File: src/sv/lcgs_pkg.sv
package lcgs_pkg;

   localparam int GRID_WIDTH  = 256;
   localparam int GRID_HEIGHT = 256;
   localparam int COL_W       = $clog2(GRID_WIDTH);
   localparam int ROW_W       = $clog2(GRID_HEIGHT);
   localparam int POS_W       = 8;
   localparam int RND_W       = 16;
   localparam int LINE_W      = 2;
   localparam int QUEUE_DEPTH = 4;
   localparam int QPTR_W      = $clog2(QUEUE_DEPTH);
   localparam int QCNT_W      = $clog2(QUEUE_DEPTH + 1);
   localparam int DIV_STEPS   = RND_W;
   localparam int STEP_W      = $clog2(DIV_STEPS + 1);
   localparam int NCOUNT_W    = 4;

   localparam logic [NCOUNT_W-1:0] BIRTH_COUNT = NCOUNT_W'(3);
   localparam logic [NCOUNT_W-1:0] SURVIVE_LOW = NCOUNT_W'(2);

   typedef enum logic [1:0] {
      KIND_DEAD     = 2'd0,
      KIND_SURVIVOR = 2'd1,
      KIND_BORN     = 2'd2
   } kind_type;

   typedef enum logic {
      B_IDLE,
      B_DIV
   } back_state_type;

   typedef struct packed {
      logic [POS_W-1:0] row;
      logic [POS_W-1:0] col;
      logic             survive;
      logic             birth;
      logic [RND_W-1:0] rnd;
      logic             last;
   } entry_type;

endpackage

File: src/sv/lcgs_ram.sv
module lcgs_ram #(
   parameter int WIDTH = 1,
   parameter int DEPTH = 2
) (
   input  logic                     clock,
   input  logic                     rd_en,
   input  logic [$clog2(DEPTH)-1:0] rd_addr,
   output logic [WIDTH-1:0]         rd_data,
   input  logic                     wr_en,
   input  logic [$clog2(DEPTH)-1:0] wr_addr,
   input  logic [WIDTH-1:0]         wr_data
);
   logic [WIDTH-1:0] mem_ff [DEPTH];
   logic [WIDTH-1:0] rd_data_ff;

   always_ff @(posedge clock) begin
      if (wr_en) begin
         mem_ff[wr_addr] <= wr_data;
      end
      if (rd_en) begin
         rd_data_ff <= mem_ff[rd_addr];
      end
   end

   assign rd_data = rd_data_ff;
endmodule

File: src/sv/lcgs_front.sv
module lcgs_front import lcgs_pkg::*; (
   input  logic             clock,
   input  logic             reset,
   input  logic             req_valid,
   output logic             req_ready,
   input  logic             req_cell_alive,
   input  logic [RND_W-1:0] req_random_value,
   output logic             push_valid,
   output entry_type        push_data,
   input  logic             queue_full,
   output logic             ram_rd_en,
   output logic [COL_W-1:0] ram_rd_addr,
   input  logic [LINE_W-1:0] ram_rd_data,
   output logic             ram_wr_en,
   output logic [COL_W-1:0] ram_wr_addr,
   output logic [LINE_W-1:0] ram_wr_data
);
   logic [ROW_W-1:0] row_ff, row_in;
   logic [COL_W-1:0] col_ff, col_in;
   logic             pend_ff, pend_in;
   logic [ROW_W-1:0] p_row_ff;
   logic [COL_W-1:0] p_col_ff;
   logic             p_cur_ff;
   logic [RND_W-1:0] p_rnd_ff;
   logic [8:0]       win_ff, win_in;
   logic             accept, produce, retire, border;
   logic             up, mid;
   logic [NCOUNT_W-1:0] ncount;
   logic [ROW_W-1:0] row_m1;
   logic [COL_W-1:0] col_m1;

   assign accept  = req_valid && req_ready;
   assign produce = (p_row_ff >= ROW_W'(2)) && (p_col_ff >= COL_W'(2));
   assign retire  = pend_ff && (!produce || !queue_full);
   assign req_ready = !pend_ff || retire;
   assign border  = (row_ff == '0) || (row_ff == ROW_W'(GRID_HEIGHT - 1)) ||
                    (col_ff == '0) || (col_ff == COL_W'(GRID_WIDTH - 1));

   // line memory bit 0 is the middle row, bit 1 the upper row
   assign mid = ram_rd_data[0];
   assign up  = ram_rd_data[1];
   assign ram_rd_en   = accept;
   assign ram_rd_addr = col_ff;
   assign ram_wr_en   = retire;
   assign ram_wr_addr = p_col_ff;
   assign ram_wr_data = {mid, p_cur_ff};

   always_comb begin
      win_in = {win_ff[5:0], p_cur_ff, mid, up};
      ncount = '0;
      for (int i = 0; i < 9; i++) begin
         ncount = ncount + NCOUNT_W'(win_in[i]);
      end
      ncount = ncount - NCOUNT_W'(win_in[4]);
   end

   assign row_m1 = p_row_ff - ROW_W'(1);
   assign col_m1 = p_col_ff - COL_W'(1);
   assign push_valid        = retire && produce;
   assign push_data.row     = POS_W'(row_m1);
   assign push_data.col     = POS_W'(col_m1);
   assign push_data.survive = win_in[4] && (ncount == SURVIVE_LOW || ncount == BIRTH_COUNT);
   assign push_data.birth   = (ncount == BIRTH_COUNT);
   assign push_data.rnd     = p_rnd_ff;
   assign push_data.last    = (p_row_ff == ROW_W'(GRID_HEIGHT - 1)) &&
                              (p_col_ff == COL_W'(GRID_WIDTH - 1));

   always_comb begin
      row_in  = row_ff;
      col_in  = col_ff;
      pend_in = pend_ff;
      if (retire) begin
         pend_in = 1'b0;
      end
      if (accept) begin
         pend_in = 1'b1;
         if (col_ff == COL_W'(GRID_WIDTH - 1)) begin
            col_in = '0;
            row_in = (row_ff == ROW_W'(GRID_HEIGHT - 1)) ? '0 : row_ff + ROW_W'(1);
         end else begin
            col_in = col_ff + COL_W'(1);
         end
      end
   end

   always_ff @(posedge clock) begin
      if (reset) begin
         row_ff  <= '0;
         col_ff  <= '0;
         pend_ff <= 1'b0;
         win_ff  <= '0;
      end else begin
         row_ff  <= row_in;
         col_ff  <= col_in;
         pend_ff <= pend_in;
         if (retire) begin
            win_ff <= win_in;
         end
      end
   end

   always_ff @(posedge clock) begin
      if (accept) begin
         p_row_ff <= row_ff;
         p_col_ff <= col_ff;
         p_cur_ff <= req_cell_alive && !border;
         p_rnd_ff <= req_random_value;
      end
   end
endmodule

File: src/sv/lcgs_queue.sv
module lcgs_queue import lcgs_pkg::*; (
   input  logic      clock,
   input  logic      reset,
   input  logic      push,
   input  entry_type push_data,
   input  logic      pop,
   output entry_type head,
   output logic      full,
   output logic      empty
);
   entry_type         slot_ff [QUEUE_DEPTH];
   logic [QPTR_W-1:0] wr_ff, rd_ff;
   logic [QCNT_W-1:0] cnt_ff, cnt_in;

   assign full  = (cnt_ff == QCNT_W'(QUEUE_DEPTH));
   assign empty = (cnt_ff == '0);
   assign head  = slot_ff[rd_ff];

   always_comb begin
      cnt_in = cnt_ff;
      unique case ({push, pop})
         2'b10:   cnt_in = cnt_ff + QCNT_W'(1);
         2'b01:   cnt_in = cnt_ff - QCNT_W'(1);
         default: cnt_in = cnt_ff;
      endcase
   end

   always_ff @(posedge clock) begin
      if (reset) begin
         wr_ff  <= '0;
         rd_ff  <= '0;
         cnt_ff <= '0;
      end else begin
         cnt_ff <= cnt_in;
         if (push) begin
            wr_ff <= wr_ff + QPTR_W'(1);
         end
         if (pop) begin
            rd_ff <= rd_ff + QPTR_W'(1);
         end
      end
   end

   always_ff @(posedge clock) begin
      if (push) begin
         slot_ff[wr_ff] <= push_data;
      end
   end
endmodule

File: src/sv/lcgs_back.sv
module lcgs_back import lcgs_pkg::*; (
   input  logic             clock,
   input  logic             reset,
   input  logic             q_empty,
   input  entry_type        head,
   output logic             pop,
   input  logic [RND_W-1:0] divisor,
   output logic             rsp_valid,
   input  logic             rsp_ready,
   output logic [POS_W-1:0] rsp_cell_row,
   output logic [POS_W-1:0] rsp_cell_col,
   output logic             rsp_next_alive,
   output logic [1:0]       rsp_cell_kind,
   output logic             rsp_frame_last
);
   back_state_type    state_ff, state_in;
   entry_type         ent_ff, ent_in;
   logic [RND_W:0]    rem_ff, rem_in;
   logic [RND_W-1:0]  quo_ff, quo_in;
   logic [STEP_W-1:0] step_ff, step_in;
   logic              valid_ff, valid_in;
   entry_type         out_ent_ff, out_ent_in;
   kind_type          kind_ff, kind_in;
   logic              slot_free;
   logic [RND_W:0]    trial;

   assign slot_free = !valid_ff || rsp_ready;
   assign trial     = {rem_ff[RND_W-1:0], quo_ff[RND_W-1]};

   always_comb begin
      state_in   = state_ff;
      ent_in     = ent_ff;
      rem_in     = rem_ff;
      quo_in     = quo_ff;
      step_in    = step_ff;
      valid_in   = valid_ff && !rsp_ready;
      out_ent_in = out_ent_ff;
      kind_in    = kind_ff;
      pop        = 1'b0;
      unique case (state_ff)
         B_IDLE: begin
            if (!q_empty && slot_free) begin
               pop = 1'b1;
               priority if (head.survive) begin
                  valid_in = 1'b1; out_ent_in = head; kind_in = KIND_SURVIVOR;
               end else if (head.birth) begin
                  valid_in = 1'b1; out_ent_in = head; kind_in = KIND_BORN;
               end else if (divisor == '0) begin
                  valid_in = 1'b1; out_ent_in = head; kind_in = KIND_DEAD;
               end else begin
                  ent_in   = head;
                  rem_in   = '0;
                  quo_in   = head.rnd;
                  step_in  = '0;
                  state_in = B_DIV;
               end
            end
         end
         B_DIV: begin
            if (step_ff != STEP_W'(DIV_STEPS)) begin
               // one restoring remainder step
               rem_in  = (trial >= {1'b0, divisor}) ? trial - {1'b0, divisor} : trial;
               quo_in  = {quo_ff[RND_W-2:0], 1'b0};
               step_in = step_ff + STEP_W'(1);
            end else if (slot_free) begin
               valid_in   = 1'b1;
               out_ent_in = ent_ff;
               kind_in    = (rem_ff == '0) ? KIND_BORN : KIND_DEAD;
               state_in   = B_IDLE;
            end
         end
         default: state_in = B_IDLE;
      endcase
   end

   always_ff @(posedge clock) begin
      if (reset) begin
         state_ff <= B_IDLE;
         valid_ff <= 1'b0;
      end else begin
         state_ff <= state_in;
         valid_ff <= valid_in;
      end
   end

   always_ff @(posedge clock) begin
      ent_ff     <= ent_in;
      rem_ff     <= rem_in;
      quo_ff     <= quo_in;
      step_ff    <= step_in;
      out_ent_ff <= out_ent_in;
      kind_ff    <= kind_in;
   end

   assign rsp_valid      = valid_ff;
   assign rsp_cell_row   = out_ent_ff.row;
   assign rsp_cell_col   = out_ent_ff.col;
   assign rsp_next_alive = (kind_ff != KIND_DEAD);
   assign rsp_cell_kind  = kind_ff;
   assign rsp_frame_last = out_ent_ff.last;

   a_div_nonzero: assert property (@(posedge clock) disable iff (reset)
      state_ff == B_DIV |-> divisor != '0) else $error("spawn divide with zero divisor");
   a_pop_nonempty: assert property (@(posedge clock) disable iff (reset)
      pop |-> !q_empty) else $error("pop from empty queue");
   a_step_range: assert property (@(posedge clock) disable iff (reset)
      state_ff == B_DIV |-> step_ff <= STEP_W'(DIV_STEPS)) else $error("step overrun");
   a_kind_known: assert property (@(posedge clock) disable iff (reset)
      valid_ff |-> (kind_ff == KIND_DEAD || kind_ff == KIND_SURVIVOR || kind_ff == KIND_BORN))
      else $error("bad result kind");
endmodule

File: src/sv/life_cell_generation_stencil_core.sv
// life generation stencil, b3/s23 rule with optional random spawn
// request channel: one cell per request in raster order (row by row, column 0
//   first) with its alive bit and a 16-bit random draw
// response channel: next state of an interior cell, emitted once the cell
//   below and right of it has arrived; border cells never get a response
// csr port: spawn divisor, written while idle; zero turns random births off
// path: survivors, births by count and deaths with spawn off go from the queue
//   straight to the response register; a cell that needs the spawn test first
//   runs through the iterative remainder unit
// throughput: one request per cycle while the queue has room, set by the line memory
//   read; a cell needing the spawn test holds the back end in the iterative
//   remainder unit, during which a 4-deep queue absorbs further cells
// reset clears the raster position, window and queue; line memory contents
//   need no clearing since rows 0 and 1 rewrite them before any response
// a stalled response receiver holds the output register, fills the queue and
//   then drops req_ready
module life_cell_generation_stencil_core import lcgs_pkg::*; (
   input  logic             clock,
   input  logic             reset,
   input  logic             req_valid,
   output logic             req_ready,
   input  logic             req_cell_alive,
   input  logic [RND_W-1:0] req_random_value,
   output logic             rsp_valid,
   input  logic             rsp_ready,
   output logic [POS_W-1:0] rsp_cell_row,
   output logic [POS_W-1:0] rsp_cell_col,
   output logic             rsp_next_alive,
   output logic [1:0]       rsp_cell_kind,
   output logic             rsp_frame_last,
   input  logic             csr_wr_en,
   input  logic [RND_W-1:0] csr_wr_data
);
   // spawn divisor register
   logic [RND_W-1:0] divisor_ff;

   // line memory and queue hookup
   logic              push_valid, queue_full, q_empty, pop;
   entry_type         push_data, head;
   logic              ram_rd_en, ram_wr_en;
   logic [COL_W-1:0]  ram_rd_addr, ram_wr_addr;
   logic [LINE_W-1:0] ram_rd_data, ram_wr_data;

   always_ff @(posedge clock) begin
      if (reset) begin
         divisor_ff <= '0;
      end else if (csr_wr_en) begin
         divisor_ff <= csr_wr_data;
      end
   end

   // two rows above the current one, one bit each per column
   lcgs_ram #(.WIDTH(LINE_W), .DEPTH(GRID_WIDTH)) u_line (
      .clock   (clock),
      .rd_en   (ram_rd_en),
      .rd_addr (ram_rd_addr),
      .rd_data (ram_rd_data),
      .wr_en   (ram_wr_en),
      .wr_addr (ram_wr_addr),
      .wr_data (ram_wr_data)
   );

   // front: position tracking, window, neighbour count and rule classification
   lcgs_front u_front (
      .clock            (clock),
      .reset            (reset),
      .req_valid        (req_valid),
      .req_ready        (req_ready),
      .req_cell_alive   (req_cell_alive),
      .req_random_value (req_random_value),
      .push_valid       (push_valid),
      .push_data        (push_data),
      .queue_full       (queue_full),
      .ram_rd_en        (ram_rd_en),
      .ram_rd_addr      (ram_rd_addr),
      .ram_rd_data      (ram_rd_data),
      .ram_wr_en        (ram_wr_en),
      .ram_wr_addr      (ram_wr_addr),
      .ram_wr_data      (ram_wr_data)
   );

   // decouples the front (one cell per cycle unless the queue fills) from the slow spawn test
   lcgs_queue u_queue (
      .clock     (clock),
      .reset     (reset),
      .push      (push_valid),
      .push_data (push_data),
      .pop       (pop),
      .head      (head),
      .full      (queue_full),
      .empty     (q_empty)
   );

   // back: spawn remainder test and response register
   lcgs_back u_back (
      .clock          (clock),
      .reset          (reset),
      .q_empty        (q_empty),
      .head           (head),
      .pop            (pop),
      .divisor        (divisor_ff),
      .rsp_valid      (rsp_valid),
      .rsp_ready      (rsp_ready),
      .rsp_cell_row   (rsp_cell_row),
      .rsp_cell_col   (rsp_cell_col),
      .rsp_next_alive (rsp_next_alive),
      .rsp_cell_kind  (rsp_cell_kind),
      .rsp_frame_last (rsp_frame_last)
   );
endmodule

File: config.mk
export PLATFORM = sky130hd
export DESIGN_NAME = life_cell_generation_stencil_core
export DESIGN_NICKNAME = d
export VERILOG_FILES = /design/src/sv/lcgs_pkg.sv /design/src/sv/lcgs_ram.sv /design/src/sv/lcgs_front.sv /design/src/sv/lcgs_queue.sv /design/src/sv/lcgs_back.sv /design/src/sv/life_cell_generation_stencil_core.sv
export SDC_FILE = /design/constraint.sdc
export NUM_CORES = 1
export LEC_CHECK = 0
export BUFFER_PORTS_ARGS = -buffer_cell sky130_fd_sc_hd__buf_2
export CAP_MARGIN = 20
export CORE_ASPECT_RATIO = 0.7
export CORE_MARGIN = 2
export CORE_UTILIZATION = 40
export DETAILED_ROUTE_END_ITERATION = 10
export PLACE_DENSITY = 0.6
export SETUP_SLACK_MARGIN = 0.5
export SLEW_MARGIN = 25
export SYNTH_ARGS = -nofsm -noshare
export SYNTH_HDL_FRONTEND = slang
export SYNTH_SLANG_ARGS = --single-unit
File: constraint.sdc
create_clock -name clock -period 12.4 [get_ports clock]
set_input_delay 0.62 -clock clock [delete_from_list [all_inputs] [get_ports clock]]
set_output_delay 0.62 -clock clock [all_outputs]
set_load 0.05 [all_outputs]
After elaboration in Yosys (flattened, before gate mapping):

Memory sizes are Yosys's and may differ from the RTL's. A register that Yosys moved wholly into a read port is not among the register bits.
Index checks and enable logic that the tools add are counted.

* $lt $le $gt $ge: 3
* muxes and demuxes: 61
* bitwise logic cells: 4
* reductions and logical operators: 35
* add/sub/neg operators: 19
* equality and inequality tests: 18

Operator list (number)
* $mux 35: 6
* $mux 17: 6
* $mux 16: 5
* $pmux 35 s2: 1
* $pmux 17 s2: 1
* $eq 8x8->1 const B: 4
* $pmux 16 s2: 1
* $mux 5: 5
* $add 4x1->4: 6
* $mux 1: 20
* $mux 2: 9
* $ge 17x16->1: 1
* $logic_not 17->1: 1
* $sub 17x16->17: 1
* $add 8x1->8 const B: 2
* $ge 8x2->1 const B: 2
* $logic_not 16->1: 1
* $logic_not 8->1: 2
* $mux 8: 2
* $sub 8x1->8 const B: 2
* $ne 2x2->1 const B: 6
* $pmux 5 s2: 1
* $reduce_and 5->1: 2
* $logic_and 1x1->1: 9
* other kinds (24): 44

* memory bits (writable): 652
* input bits: 38
* memories kept: 2
* output and inout port bits: 22
* register bits: 171

Memory list
* u_line.mem_ff: depth 256, width 2, rd ports 1, clocked after memory_dff 1, write ports 1, RTL line lcgs_ram.sv:13 `logic [WIDTH-1:0] mem_ff [DEPTH];`
* u_queue.slot_ff: depth 4, width 35, rd ports 1, clocked after memory_dff 1, write ports 1, RTL line lcgs_queue.sv:11 `entry_type slot_ff [QUEUE_DEPTH];`

Logic depth before layout (Yosys ltp):

Gate-level depths: netlist of run 1.

* depth after elaboration: 12
* depth in mapped cells: 14
* gate-level depth less buffers: 13

Cells and area by module:

A second synthesis of run 1 with hierarchy kept.

* cell total of the unflattened synthesis: 2119
* area, all modules: 34491.8 um^2

Modules (own cells, without submodules)
* lcgs_ram: seq. area each 15434.8 um^2, times used 1, cells each 1242, area an instance 21401.8 um^2
* lcgs_queue: seq. area each 4384.2 um^2, times used 1, cells each 230, area an instance 5536.6 um^2
* lcgs_back: seq. area each 2262.2 um^2, times used 1, cells each 341, area an instance 4164.0 um^2
* lcgs_front: seq. area each 1451.4 um^2, times used 1, cells each 254, area an instance 2808.9 um^2
* life_cell_generation_stencil_core: seq. area each 320.3 um^2, times used 1, cells each 52, area an instance 580.6 um^2

Least setup slack after synthesis of run 1:

Ideal clock, no wire load.

* kind: register to register
* from: reg u_line.rd_data_ff[0], in the netlist u_line.rd_data[0], read port of u_line.mem_ff
* to: mem u_queue.slot_ff[0][17] (netlist name) (data pin)
* data required time: 12.134 ns
* path buffers: 0
* setup time: 0.266 ns
* path slack: 6.449 ns
* cell stages (with the launch flop): 12
* period minus slack after synthesis: 5.951 ns
* arrival time: 5.685 ns
* cells stage by stage: edfxtp_1 inv_1 fa_1 ha_1 inv_1 ha_1 ha_1 a211oi_1 xnor2_1 nor2_1 a21oi_1 nor3_1

RTL lines
* start, declared: RTL line lcgs_ram.sv:14 `logic [WIDTH-1:0] rd_data_ff;`
* end, declared: RTL line lcgs_queue.sv:11

==> flow_results.org, run 1 <==
** Outcome
- Status :: finished clean

** Die
- FP Rows :: 88
- Measured along the y axis, the die boundary spans 246.1 um.
- The die covers 86,080 sq um.
- Effective utilization at floorplan :: 40.49%
- Placeable Area :: 82,690 sq um
- Measured along the x axis, the die boundary spans 349.8 um.
- For this design the top-level I/O count stands at 60.

** Timing
- On the final layout, the worst clock skew is 0.01492 ns.
- Fin worst setup slack :: 8.338 ns
- Measured against its own limit, the worst slew margin works out to 22.04%.
- Sum of negative setup slack :: 0 ns
- The routed design could run at a clock period as short as 4.062 ns.
- Final-report setup violation count :: 0
- Period utilization :: 32.76%
- Tightest Pin Transition :: 1.169 ns
- Based on the critical path, the design can be clocked at up to 246.2 MHz.
- Setup repair after global routing left no endpoint under its margin.
- Number of max-slew violations in the final report :: 0
- The final hold violation count is 0.

** GRT
- Antenna violations before repair :: 0
- Via count of the first global-routing pass :: 18,382
- Total GRT Usage :: 17.52%
- Entering global routing, the biggest net connects 259 pins.
- Gr ovfl total :: 0
- First-pass GRT wire length :: 113.2 mm

** Synthesis
- Mapped Avg Cell Area :: 16.11 sq um
- After synthesis the cells add up to 33,480 sq um.
- Synthesis produced a netlist with a net count of 2,164.
- Post-Synth Simple-Gate Area :: 8.109%
- Dominant combinational cell family by area after synthesis :: multiplexers
- The netlist uses 60 different library cells.
- Multiplexer area fraction after synthesis :: 11.59%
- Among all flip-flop cells after synthesis, the most frequent one is sky130_fd_sc_hd__edfxtp_1.
- Fraction of the mapped netlist area in adder cells :: 1.913%
- Share of the synthesized area in compound gates (AO/OA/AOI/OAI) :: 3.778%
- Xor-xnor portion of the synthesized cell area :: 1.099%
- Synthesis warning total :: 0
- The share of the Yosys chip area taken by registers is 71.24%.
- Counting every instance in the synthesized netlist gives 2,079.
- The synthesized design contains 761 enable-type register cells.
- In this run, synthesis produced a sequential element count of 811.
- Asr flop ratio synth :: 0%

** Critical path
- Arrival @ worst endpoint :: 4.44 ns
- R2R setup slack :: 8.34 ns
- Cell-by-cell listing of the critical path :: buf_4 > mux4_2 > a22o_1 > a221oi_1 > o22ai_1 > nor3_1 > o22ai_1 > a311o_1
- For this run, the slowest stage of the critical path takes 0.97 ns.
- Slowest CP cell :: sky130_fd_sc_hd__dfxtp_4
- Type of origin of the critical path :: flop
- At the worst endpoint, the required time is 12.78 ns.
- Type of destination of the critical path :: flop
- Setup Crit Path Kind :: reg -> reg
- Maximum fanout encountered on the critical timing path :: 68
- The cell that appears most often on the critical path is sky130_fd_sc_hd__o22ai_1.

** Route
- Routed Antenna Nets :: 0
- The routed design uses 33.38 mm of met2 wire.
- Wire segments on met3 add up to 6.236 mm in the final route.
- Pre-Repair DR Iteration Count :: 6
- Violation count after the first detailed-route iteration :: 2,181
- In this run the top signal layer used is met4.
- After detailed routing, the number of remaining DRC violations is 0.
- Dividing the detail-routed via count by the number of cells gives 5.471.
- Detailed-route wire length :: 74.88 mm
- Total via count in the routed design :: 18,114
- Routed length on met1 :: 33.84 mm
- Dividing the detail-routed wire length by the instance count gives 22.61 um.

** Clock tree
- After clock tree synthesis, the clock-pin slew on the worst setup and hold paths is 0.06 ns.
- Post-CTS setup buffer count :: 0
- Clock root buffer :: sky130_fd_sc_hd__clkbuf_16
- TritonCTS clock tree :: built
- Number of sinks handled by clock tree synthesis :: 811
- At the later pin of the worst-skew pair, clock insertion delay measures 0.64 ns.
- Depth of the CTS H-tree :: 3
- Count of hold buffers inserted by post-cts repair :: 0
- The longest clock path from root to sink contains 3 buffers.
- TritonCTS buffer count :: 80
- Post-CTS repair changed the size of 0 cells.

** Finish
- Leaving out fill and tap cells, the most frequent cells in the layout are 761 x sky130_fd_sc_hd__edfxtp_1, 347 x sky130_fd_sc_hd__nor2_1, 160 x sky130_fd_sc_hd__mux4_2, 156 x sky130_fd_sc_hd__nand2_1, 83 x sky130_fd_sc_hd__clkbuf_16.
- The library cell used most frequently in the layout, excluding fill and tap cells, is sky130_fd_sc_hd__edfxtp_1.
- The net count of the finished layout is 2,209.
- Number of inserted diodes :: 0
- Cells with a size suffix above 1 make up 17.70% of the layout.
- The filler cells instantiated in the layout total 7,109.
- Synthesis-to-layout area growth :: 11.85%

** Power and ir drop
- Power spread over the standard cell area amounts to 181.2 nW/um^2.
- Max rail drop VDD :: 112.5 uV
- Sequential cells burn 49.0% of the power.
- Summed over all cells, the static leakage comes to 11.86 nW.
- Proportion of power drawn by combinational gates :: 17.1%
- The internal portion of the total power is 0.004931 W.
- Net switching is 27.34% of the power.
- Final Power :: 0.006786 W
- Clock group share of total power :: 33.9%
- Net switching power :: 0.001855 W

** Placement
- Pre-CTS setup slack :: 8.383 ns
- Buffers on Ports :: 59
- After legalization and detailed placement, the total HPWL measured 42.79 mm.
- RePlAce Congestion :: 0.8180

** Min path
- In this run the worst hold path is classified as in -> reg.

** Job
- Max-cap violations in this run came to 0.
## per-layer routing
| metal | track usage, % | vias to the layer above |
|---|---|---|
| met2 | 26.28 | 619 |
| met1 | 25.61 | 9343 |
| met5 | 0 | - |
| met4 | 4.374 | 0 |
| li1 | - | 8053 |
| met3 | 4.356 | 99 |
## per-stage QoR
stage / utilization [%] / cell area, sq um / cells / hold WS [ns]
global route: 45.29 / 37450 / 3311 / 0.1311
global placement: 42.25 / 34930 / 3165 / 0.4629
detailed placement: 42.25 / 34930 / 3165 / 0.4836
finish: 45.29 / 37450 / 3311 / 0.1588
floorplan: - / 33480 / 2079 / 0.4064
CTS: 45.22 / 37390 / 3309 / 0.1150
## critical path: cells and delay by family (launching register included)
family | cells | cell delay [ns]
buffers and inverters | 1 | 0.88
AOI/OAI and AO/OA | 5 | 1.17
and+or+nand+nor | 1 | 0.32
muxes | 1 | 0.41
DFF | 1 | 0.97
## cell families (layout without fill, tap and decap cells)
kind of cell    after synthesis  count (layout)
buf+inv                     176             283
xor+xnor                     42              42
fa+ha+maj                    47              47
mux                         183             183
compound gates              179             179
flops                       811             811
simple gates                641             641
## synthesized netlist by cell type (14+ instances only)
| master | number | area share [%] |
|---|---|---|
| sky130_fd_sc_hd__a22o_1 | 16 | 0.42 |
| sky130_fd_sc_hd__xnor2_1 | 25 | 0.65 |
| sky130_fd_sc_hd__nand2_1 | 156 | 1.7 |
| sky130_fd_sc_hd__buf_2 | 18 | 0.27 |
| sky130_fd_sc_hd__nor2_1 | 349 | 3.9 |
| sky130_fd_sc_hd__dfxtp_1 | 50 | 3.0 |
| sky130_fd_sc_hd__mux2i_1 | 20 | 0.60 |
| sky130_fd_sc_hd__a22oi_1 | 32 | 0.72 |
| sky130_fd_sc_hd__inv_1 | 56 | 0.63 |
| sky130_fd_sc_hd__a21oi_1 | 50 | 0.75 |
| sky130_fd_sc_hd__nor3_1 | 23 | 0.34 |
| sky130_fd_sc_hd__clkbuf_1 | 82 | 0.92 |
| sky130_fd_sc_hd__ha_1 | 40 | 1.5 |
| sky130_fd_sc_hd__nand3_1 | 32 | 0.48 |
| sky130_fd_sc_hd__edfxtp_1 | 761 | 68 |
| sky130_fd_sc_hd__nor4_1 | 15 | 0.28 |
| sky130_fd_sc_hd__xor2_1 | 17 | 0.44 |
| sky130_fd_sc_hd__and2_1 | 14 | 0.26 |
| sky130_fd_sc_hd__mux4_2 | 160 | 11 |
## layout make-up
cell class	count	area, sq um	area share [%]
repair buffers	83	553.0	1.477
well taps	1125	1408	3.758
inverters	56	210.2	0.5613
clock buffers	112	2236	5.970
flip-flops and latches	811	23860	63.71
multi-input cells	1092	8961	23.93
clock inverters	32	222.7	0.5947
## final timing paths
path / startpoint / end / cells past startpoint
max: u_front.ram_rd_addr[1]$_SDFFE_PP0P_ / u_line.rd_data[0]$_DFFE_PP_ / 8
min: req_random_value[15] / u_front.p_rnd_ff[15]$_DFFE_PP_ / 1
max reg2reg: u_front.ram_rd_addr[1]$_SDFFE_PP0P_ / u_line.rd_data[0]$_DFFE_PP_ / 8
min reg2reg: u_front.win_ff[2]$_SDFFE_PP0P_ / u_front.win_ff[5]$_SDFFE_PP0P_ / 2
## state kept, by name, summed over array words and instances, names as in the netlist, 3 cells and up, named ones only
signal	count
u_back.quo_ff	16
u_back.rsp_cell_row	8
u_line.mem_ff	512
u_back.rsp_cell_col	8
u_back.rem_ff	17
u_front.p_rnd_ff	16
u_queue.slot_ff	140
u_front.p_row_ff	8
divisor_ff	16
u_queue.cnt_ff	3
u_front.win_ff	6
u_back.ent_ff	17
u_front.ram_rd_addr	8
u_front.ram_wr_addr	8
u_back.step_ff	5
u_front.row_ff	8
## power groups by stage
stage / sequential [W] / clock (W) / combinational (W)
floorplan: 0.00349 / 0 / 0.000749
global placement: 0.00338 / 0 / 0.00114
detailed placement: 0.00338 / 0 / 0.00116
CTS: 0.00333 / 0.00235 / 0.00117
global route: 0.00334 / 0.00246 / 0.00127
finish: 0.00333 / 0.00230 / 0.00116
(Power assumes the default switching activity.)
==> inputs of run 2 (changes only) <==
--- a/config.mk
+++ b/config.mk
@@ -11,7 +11,7 @@
 export CORE_MARGIN = 2
 export CORE_UTILIZATION = 40
 export DETAILED_ROUTE_END_ITERATION = 10
-export PLACE_DENSITY = 0.6
+export PLACE_DENSITY = 0.62
 export SETUP_SLACK_MARGIN = 0.5
 export SLEW_MARGIN = 25
 export SYNTH_ARGS = -nofsm -noshare
==> constraint.sdc (replaced) <==
create_clock -name clock -period 3.3 [get_ports clock]
set_input_delay 0.165 -clock clock [delete_from_list [all_inputs] [get_ports clock]]
set_output_delay 0.165 -clock clock [all_outputs]
set_load 0.05 [all_outputs]
==> flow_results.org, run 2 (synthesis results as in run 1) <==
** GRT
- For this run, the total global-route usage over all layers was measured as 17.94%.
- For this run the aggregate overflow at the end of global routing stands at 0.
- The number of antenna violations at the first check in global routing is 3.
- The first global-routing pass estimated 116.1 mm of wire.
- Maximum number of pins on one net before global-route repair :: 258
- Via count of the first global-routing pass :: 18,814

** Placement
- Buffers on Ports :: 59
- Total cell area at the placement stage :: 35,480 sq um
- At the end of routability-driven placement, the weighted congestion stood at 0.8254.
- Half-perimeter wire length after placement :: 45.01 mm
- Pre-CTS setup slack :: 0.1950 ns

** Finish
- Largest register FFs :: 512
- Summing all non-filler instances in the final layout gives an area of 39,570 sq um.
- Synthesis-to-layout area growth :: 18.17%
- Leading registers by flop count :: u_line.mem_ff: 512 flops, u_queue.slot_ff: 140 flops
- The repair_antennas step left the layout with diodes totalling 0.
- In the final layout, the multi-input gates occupy 9512 sq um.
- Reg with most FFs :: u_line.mem_ff
- Total area of sequential cells :: 23,870 sq um
- Final cell utilization of the core :: 47.85%
- After filler insertion, the fill cell instance count of the layout stands at 6,897.
- Cells with a size suffix above 1 make up 25.24% of the layout.
- In the final design database the tool counted 2,350 nets.
- Most frequent cells in the layout :: 761 x sky130_fd_sc_hd__edfxtp_1, 323 x sky130_fd_sc_hd__nor2_1, 160 x sky130_fd_sc_hd__mux4_2, 154 x sky130_fd_sc_hd__nand2_1, 98 x sky130_fd_sc_hd__buf_4
- Most common cell after layout, fill and taps aside :: sky130_fd_sc_hd__edfxtp_1

** Clock tree
- Depth of the CTS H-tree :: 3
- The clock passes through at most 3 buffers.
- Clock-pin slew was measured on the worst setup and hold paths at 0.06 ns.
- In this run the clock root is driven by a sky130_fd_sc_hd__clkbuf_16.
- TritonCTS built the clock tree.
- Clock latency on the worst-skew pair, taken at its later pin, is 0.63 ns.
- The tree built by TritonCTS fans out to 811 sinks.
- TritonCTS buffer count :: 79

** Power and ir drop
- Net switching is 27.23% of the power.
- Final Power :: 0.02661 W
- Net switching power :: 0.007246 W
- Total power divided by cell area :: 672.4 nW/um^2
- Seq pwr share :: 46.8%
- Static Leak :: 12.76 nW
- Clock group share of total power :: 33.5%
- Internal power comes to 0.01936 W.
- Of the total power, combinational logic draws 19.6%.
- Max rail drop VDD :: 407.5 uV

** Timing
- In the finished design, the share of the clock period the worst path needs comes to 87.99%.
- Setup repair after global routing could not meet its margin everywhere.
- Final min period :: 2.904 ns
- Setup slack on the critical path of the routed design comes to 0.3964 ns.
- Final-report setup violation count :: 0
- Number of max-slew violations in the final report :: 0
- Sum of negative setup slack :: 0 ns
- The final hold violation count was 0.
- Relative slew slack :: 30.54%
- At the pin with the least slew margin, the transition time is 1.042 ns.
- Timing would allow up to 344.4 MHz.
- Clock tree skew after final layout :: 0.01961 ns

** Route
- The routed layout has 18,943 vias.
- Drt via density :: 5.483
- Average wire length per cell after detail routing :: 22.51 um
- Pre-Repair DR Iteration Count :: 5
- Violation count after the first detailed-route iteration :: 1,869
- Detailed-route wire length :: 77.79 mm
- Routed Antenna Nets :: 0
- After detailed routing, the number of remaining DRC violations is 0.

** Min path
- Worst hold path class :: in -> reg

** Die
- Top-Level Pins :: 60
- Width of the chip :: 349.8 um
- Total Die Area :: 86,080 sq um
- In this run the core area contains 88 standard-cell rows.
- In this run the vertical extent of the chip is 246.1 um.
- Placeable Area :: 82,690 sq um
- Once the floorplan was initialized, standard cells occupied 40.49% of the core.

** Critical path
- The critical path starts at u_front.win_ff[0]$_SDFFE_PP0P_.
- Crit Reg-Reg Endpoint :: u_queue.slot_ff[3][17]$_DFFE_PP_
- Capturing instance or port of the critical path :: u_queue.slot_ff[3][17]$_DFFE_PP_
- R2R setup slack :: 0.40 ns
- For the worst setup path, the data arrival time is 3.27 ns.
- The slowest stage of the critical path belongs to the cell sky130_fd_sc_hd__fa_1.
- The worst setup path is launched from a flop.
- The worst setup path is captured at a flop.
- Worst endpoint required time :: 3.67 ns
- Cell-by-cell listing of the critical path :: inv_2 > ha_4 > fa_1 > fa_1 > fa_2 > fa_2 > nand2_2 > nor2_2 > a21oi_2 > nor3_2
- Setup Crit Path Kind :: reg -> reg
- Maximum fanout encountered on the critical timing path :: 4
- Maximum single-stage delay on the critical path :: 0.52 ns
- Worst reg2reg startpoint :: u_front.win_ff[0]$_SDFFE_PP0P_
- The number of cells on the worst reg-to-reg path is 10.

** Job
- Number of max-capacitance violations reported :: 0

** Outcome
- The flow ran to the end, and the final reports show no timing, DRC or antenna violations.
-- run 2: cell types whose count changed in the layout (fill, tap and decap cells not counted), sizes merged, moves of 2 or more --
cell,previous run,this run
buf,83,189
clkinv,28,24
inv,58,60
clkbuf,112,110
dlygate4sd3,0,35
bufinv,1,7
-- run 2: worst min-delay path by stage --
stage,from,endpoint,slack [ns],cells past startpoint
final,csr_wr_en,divisor_ff[4]$_SDFFE_PP0P_,0.08,3
after global routing,csr_wr_en,divisor_ff[10]$_SDFFE_PP0P_,0.09,3
after CTS,csr_wr_en,divisor_ff[11]$_SDFFE_PP0P_,0.02,3
after detailed placement,req_random_value[7],u_front.p_rnd_ff[7]$_DFFE_PP_,0.34,1
after global placement,req_random_value[7],u_front.p_rnd_ff[7]$_DFFE_PP_,0.34,1
after floorplan,req_random_value[0],u_front.p_rnd_ff[0]$_DFFE_PP_,0.26,0
-- run 2: routing by layer --
metal | up-vias | track usage (%) | routed length [um]
met5 | - | 0 | 28
met4 | 6 | 4.703 | 1655
met3 | 125 | 4.311 | 6140
met2 | 615 | 27.01 | 35060
met1 | 9853 | 26.18 | 34910
li1 | 8344 | - | -
-- run 2: final cells by class --
cell class | count | area share, %
Timing Repair Buffer | 225 | 5.110
Tap cell | 1125 | 3.557
Clock buffer | 109 | 5.410
Multi-Input combinational cell | 1092 | 24.04
Clock inverter | 37 | 1.021
Inverter | 56 | 0.5470
Sequential cell | 811 | 60.32
-- run 2: what timing repair did --
| action | in CTS | in global routing |
|---|---|---|
| hold buffers | 35 | 0 |
| gates resized for setup | 55 | 78 |
| setup endpoints to repair | 568 | 631 |
| cloned | 3 | 1 |
| hold endpoints to repair | 38 | 0 |
| buffers inserted | 16 | 29 |
| pin swaps | 19 | 26 |
-- run 2: per-stage QoR --
step | hold slack, ns | cells
3_5_place_dp | 0.3442 | 3223
6_report | 0.08045 | 3455
2_1_floorplan | 0.2639 | 2079
4_1_cts | 0.02338 | 3423
3_3_place_gp | 0.3425 | 3223
5_1_grt | 0.08571 | 3455
-- run 2: power by group through the flow --
stage	logic, W	registers (W)	clock network, W
after floorplan	0.00288	0.0131	0
after CTS	0.00491	0.0125	0.00913
after detailed placement	0.00459	0.0127	0
after global routing	0.00566	0.0125	0.00956
after global placement	0.00451	0.0126	0
final	0.00523	0.0125	0.00892
-- run 2: critical path, delay by kind of cell (launching register included) --
| family | cells | cell delay [ns] |
|---|---|---|
| buffers and inverters | 1 | 0.05 |
| AOI/OAI and AO/OA | 1 | 0.19 |
| adders and majority gates | 5 | 1.89 |
| DFF | 1 | 0.33 |
| and+or+nand+nor | 3 | 0.19 |
==> inputs of run 3 (changes only) <==
--- a/config.mk
+++ b/config.mk
@@ -12,6 +12,7 @@
 export CORE_UTILIZATION = 40
 export DETAILED_ROUTE_END_ITERATION = 10
 export PLACE_DENSITY = 0.62
+export RECOVER_POWER = 100
 export SETUP_SLACK_MARGIN = 0.5
 export SLEW_MARGIN = 25
 export SYNTH_ARGS = -nofsm -noshare
==> flow_results.org, run 3 (synthesis results as in run 1) <==
** GRT
- The first global-routing pass estimated 116.1 mm of wire.
- Maximum number of pins on one net before global-route repair :: 258
- Total GRT Usage :: 17.94%
- The number of antenna violations at the first check in global routing is 3.
- The number of global-route vias before repair came to 18,814.
- The total overflow left after global routing is 0.

** Critical path
- In this run the worst path has a maximum fanout of 32.
- Setup slack on the worst reg-to-reg path comes out at 0.29 ns.
- On the critical path the largest part of the delay comes from simple AND/OR/NAND/NOR gates.
- Slowest CP cell :: sky130_fd_sc_hd__nor4_1
- STA classifies the critical path endpoint as a flop.
- Worst endpoint required time :: 3.60 ns
- The number of buffers and inverters on the critical path is 4.
- Data on the critical path arrives at its endpoint at 3.32 ns.
- For this run, the slowest stage of the critical path takes 0.66 ns.
- Most frequent CP cell :: sky130_fd_sc_hd__buf_4
- Walking the worst path, the cells encountered are nor4_1 > nand3_2 > a31oi_4 > buf_4 > buf_12 > nand4_1 > buf_4 > clkbuf_16 > nor2_2.
- The setup path with the least slack is of type reg -> reg.
- The worst setup path is launched from a flop.

** Die
- Effective utilization at floorplan :: 40.49%
- Placeable Area :: 82,690 sq um
- The die is 246.1 um tall.
- Total Die Area :: 86,080 sq um
- In this run the core area contains 88 standard-cell rows.
- Top-Level Pins :: 60
- Width of the chip :: 349.8 um

** Clock tree
- After clock tree synthesis, the clock-pin slew on the worst setup and hold paths is 0.06 ns.
- The H-tree generated during clock tree synthesis spans 3 levels.
- Clock latency on the worst-skew pair, taken at its later pin, is 0.64 ns.
- Number of sinks handled by clock tree synthesis :: 811
- The tree is rooted in a sky130_fd_sc_hd__clkbuf_16.
- TritonCTS clock tree :: built
- In this run the deepest clock path goes through 3 buffers.
- Counting the buffers created by CTS gives 79.

** Power and ir drop
- Total power divided by cell area :: 673.3 nW/um^2
- Static Leak :: 12.67 nW
- VDD sags by at most 407.5 uV.

** Finish
- Reg with most FFs :: u_line.mem_ff
- The multi-input combinational cells in the finished layout cover a total of 9490 sq um.
- In the final layout, flip-flops and latches occupy 23,860 sq um.
- The library cell used most frequently in the layout, excluding fill and tap cells, is sky130_fd_sc_hd__edfxtp_1.
- Compared with the post-synthesis result, the final layout area differs by 17.85%.
- The top cell types in the final layout, fill and taps aside, are 761 x sky130_fd_sc_hd__edfxtp_1, 323 x sky130_fd_sc_hd__nor2_1, 160 x sky130_fd_sc_hd__mux4_2, 154 x sky130_fd_sc_hd__nand2_1, 91 x sky130_fd_sc_hd__buf_4.
- The largest registers in the layout are u_line.mem_ff: 512 flops, u_queue.slot_ff: 140 flops.
- Layout fillers :: 6,926
- Summing all non-filler instances in the final layout gives an area of 39,460 sq um.
- Proportion of layout cells with a drive suffix above 1 :: 23.86%
- The register with the most flip-flops in the layout has 512 of them.
- Number of inserted diodes :: 0
- Total Nets Final :: 2,350
- Final cell utilization of the core :: 47.72%

** Timing
- Period utilization :: 91.35%
- The final hold violation count is 0.
- Final min period :: 3.015 ns
- Across the routed clock network, the largest skew measured is 0.02089 ns.
- After routing, the total negative slack on setup checks comes to 0 ns.
- In this run the tightest slew margin relative to its limit is -52.66%.
- Hold timing on the final database bottoms out at a slack of 0.08155 ns.
- For this run, the top clock speed supported by timing is 331.7 MHz.
- Fin worst setup slack :: 0.2854 ns
- At the pin with the least slew margin, the transition time is 2.290 ns.
- Setup repair after global routing could not meet its margin everywhere.
- Final-report setup violation count :: 0
- The final max-slew violation count is 211.

** Route
- Detailed-route wire length :: 77.78 mm
- The final route contains 18,905 vias.
- The first detailed-routing pass ran for 5 iterations.
- In this run, the number of DRC markers left after iteration 0 of detailed routing was 1,794.
- Using the TritonRoute via totals, the vias-per-cell ratio works out to 5.472.
- Average wire length per cell after detail routing :: 22.51 um
- The count of nets left with antenna violations once routing finished came out at 0.
- DRC viols :: 0

** Placement
- After detailed placement, the total cell area comes to 35,480 sq um.
- Buffers on Ports :: 59
- At the end of routability-driven placement, the weighted congestion stood at 0.8254.
- Half-perimeter wire length after placement :: 45.01 mm
- Pre-CTS setup slack :: 0.1950 ns

** Job
- Number of max-capacitance violations reported :: 2

** Outcome
- The flow ran to the end, but the final reports show violations.
- The checks that failed: capacitance limit, slew limit.

** Min path
- The min-delay analysis places its worst path in the category in -> reg.
==> run 3: cell count changes in the layout (fill, tap and decap cells not counted), moves of 2 or more <==
| cell | previous run | this run |
|---|---|---|
| sky130_fd_sc_hd__clkbuf_1 | 26 | 51 |
| sky130_fd_sc_hd__buf_2 | 59 | 38 |
| sky130_fd_sc_hd__buf_4 | 98 | 91 |
| sky130_fd_sc_hd__clkbuf_2 | 0 | 4 |
| sky130_fd_sc_hd__and2_0 | 0 | 3 |
| sky130_fd_sc_hd__and2_1 | 9 | 6 |
| sky130_fd_sc_hd__dfxtp_1 | 43 | 46 |
| sky130_fd_sc_hd__dfxtp_2 | 5 | 2 |
| sky130_fd_sc_hd__inv_1 | 49 | 51 |
| sky130_fd_sc_hd__inv_2 | 5 | 3 |
| sky130_fd_sc_hd__nor4_1 | 13 | 15 |
==> run 3: power breakdown <==
group / switching, W / internal (W) / leakage [nW]
clock network: 0.00380 / 0.00513 / 1.24
logic: 0.00313 / 0.00204 / 4.07
registers: 0.000312 / 0.0122 / 7.36
==> run 3: cell type report <==
cell class / instances / share of cell area (%)
Timing Repair Buffer: 225 / 4.912
Sequential cell: 811 / 60.47
Inverter: 56 / 0.5485
Multi-Input combinational cell: 1092 / 24.05
Tap cell: 1125 / 3.567
Clock inverter: 37 / 1.024
Clock buffer: 109 / 5.425
==> run 3: worst paths after layout <==
path                                     from                              end  cells past startpoint
max          u_front.ram_wr_addr[3]$_DFFE_PP_  u_line.mem_ff[204][0]$_DFFE_PP_                      9
min                                 csr_wr_en       divisor_ff[4]$_SDFFE_PP0P_                      3
max reg2reg  u_front.ram_wr_addr[3]$_DFFE_PP_  u_line.mem_ff[204][0]$_DFFE_PP_                      9
min reg2reg    u_front.win_ff[0]$_SDFFE_PP0P_   u_front.win_ff[3]$_SDFFE_PP0P_                      2
==> run 3: tightest hold or removal path: cells and delay by family <==
family | cells | cell delay, ns
buffers and inverters | 1 | 0.26
and+or+nand+nor | 1 | 0.07
muxes | 1 | 0.17
==> run 3: what timing repair did <==
item                       CTS  global route
pin swaps                   19            26
gates cloned                 3             1
setup endpoints to repair  568           631
hold endpoints to repair    38             0
hold buffers                35             0
gates resized for setup     55            78
buffers inserted            16            29
==> run 3: per-layer routing <==
metal	vias to the layer above	GRT usage, %	routed length [um]
met5	-	0	28
met3	119	4.311	6608
met4	6	4.703	1625
met2	660	27.01	35020
li1	8342	-	-
met1	9778	26.18	34490
==> run 3: metrics by stage <==
stage          total power (W)  instances
2_1_floorplan          0.01599       2079
3_3_place_gp           0.01716       3223
3_5_place_dp           0.01727       3223
4_1_cts                0.02650       3423
5_1_grt                0.02769       3455
6_report               0.02657       3455
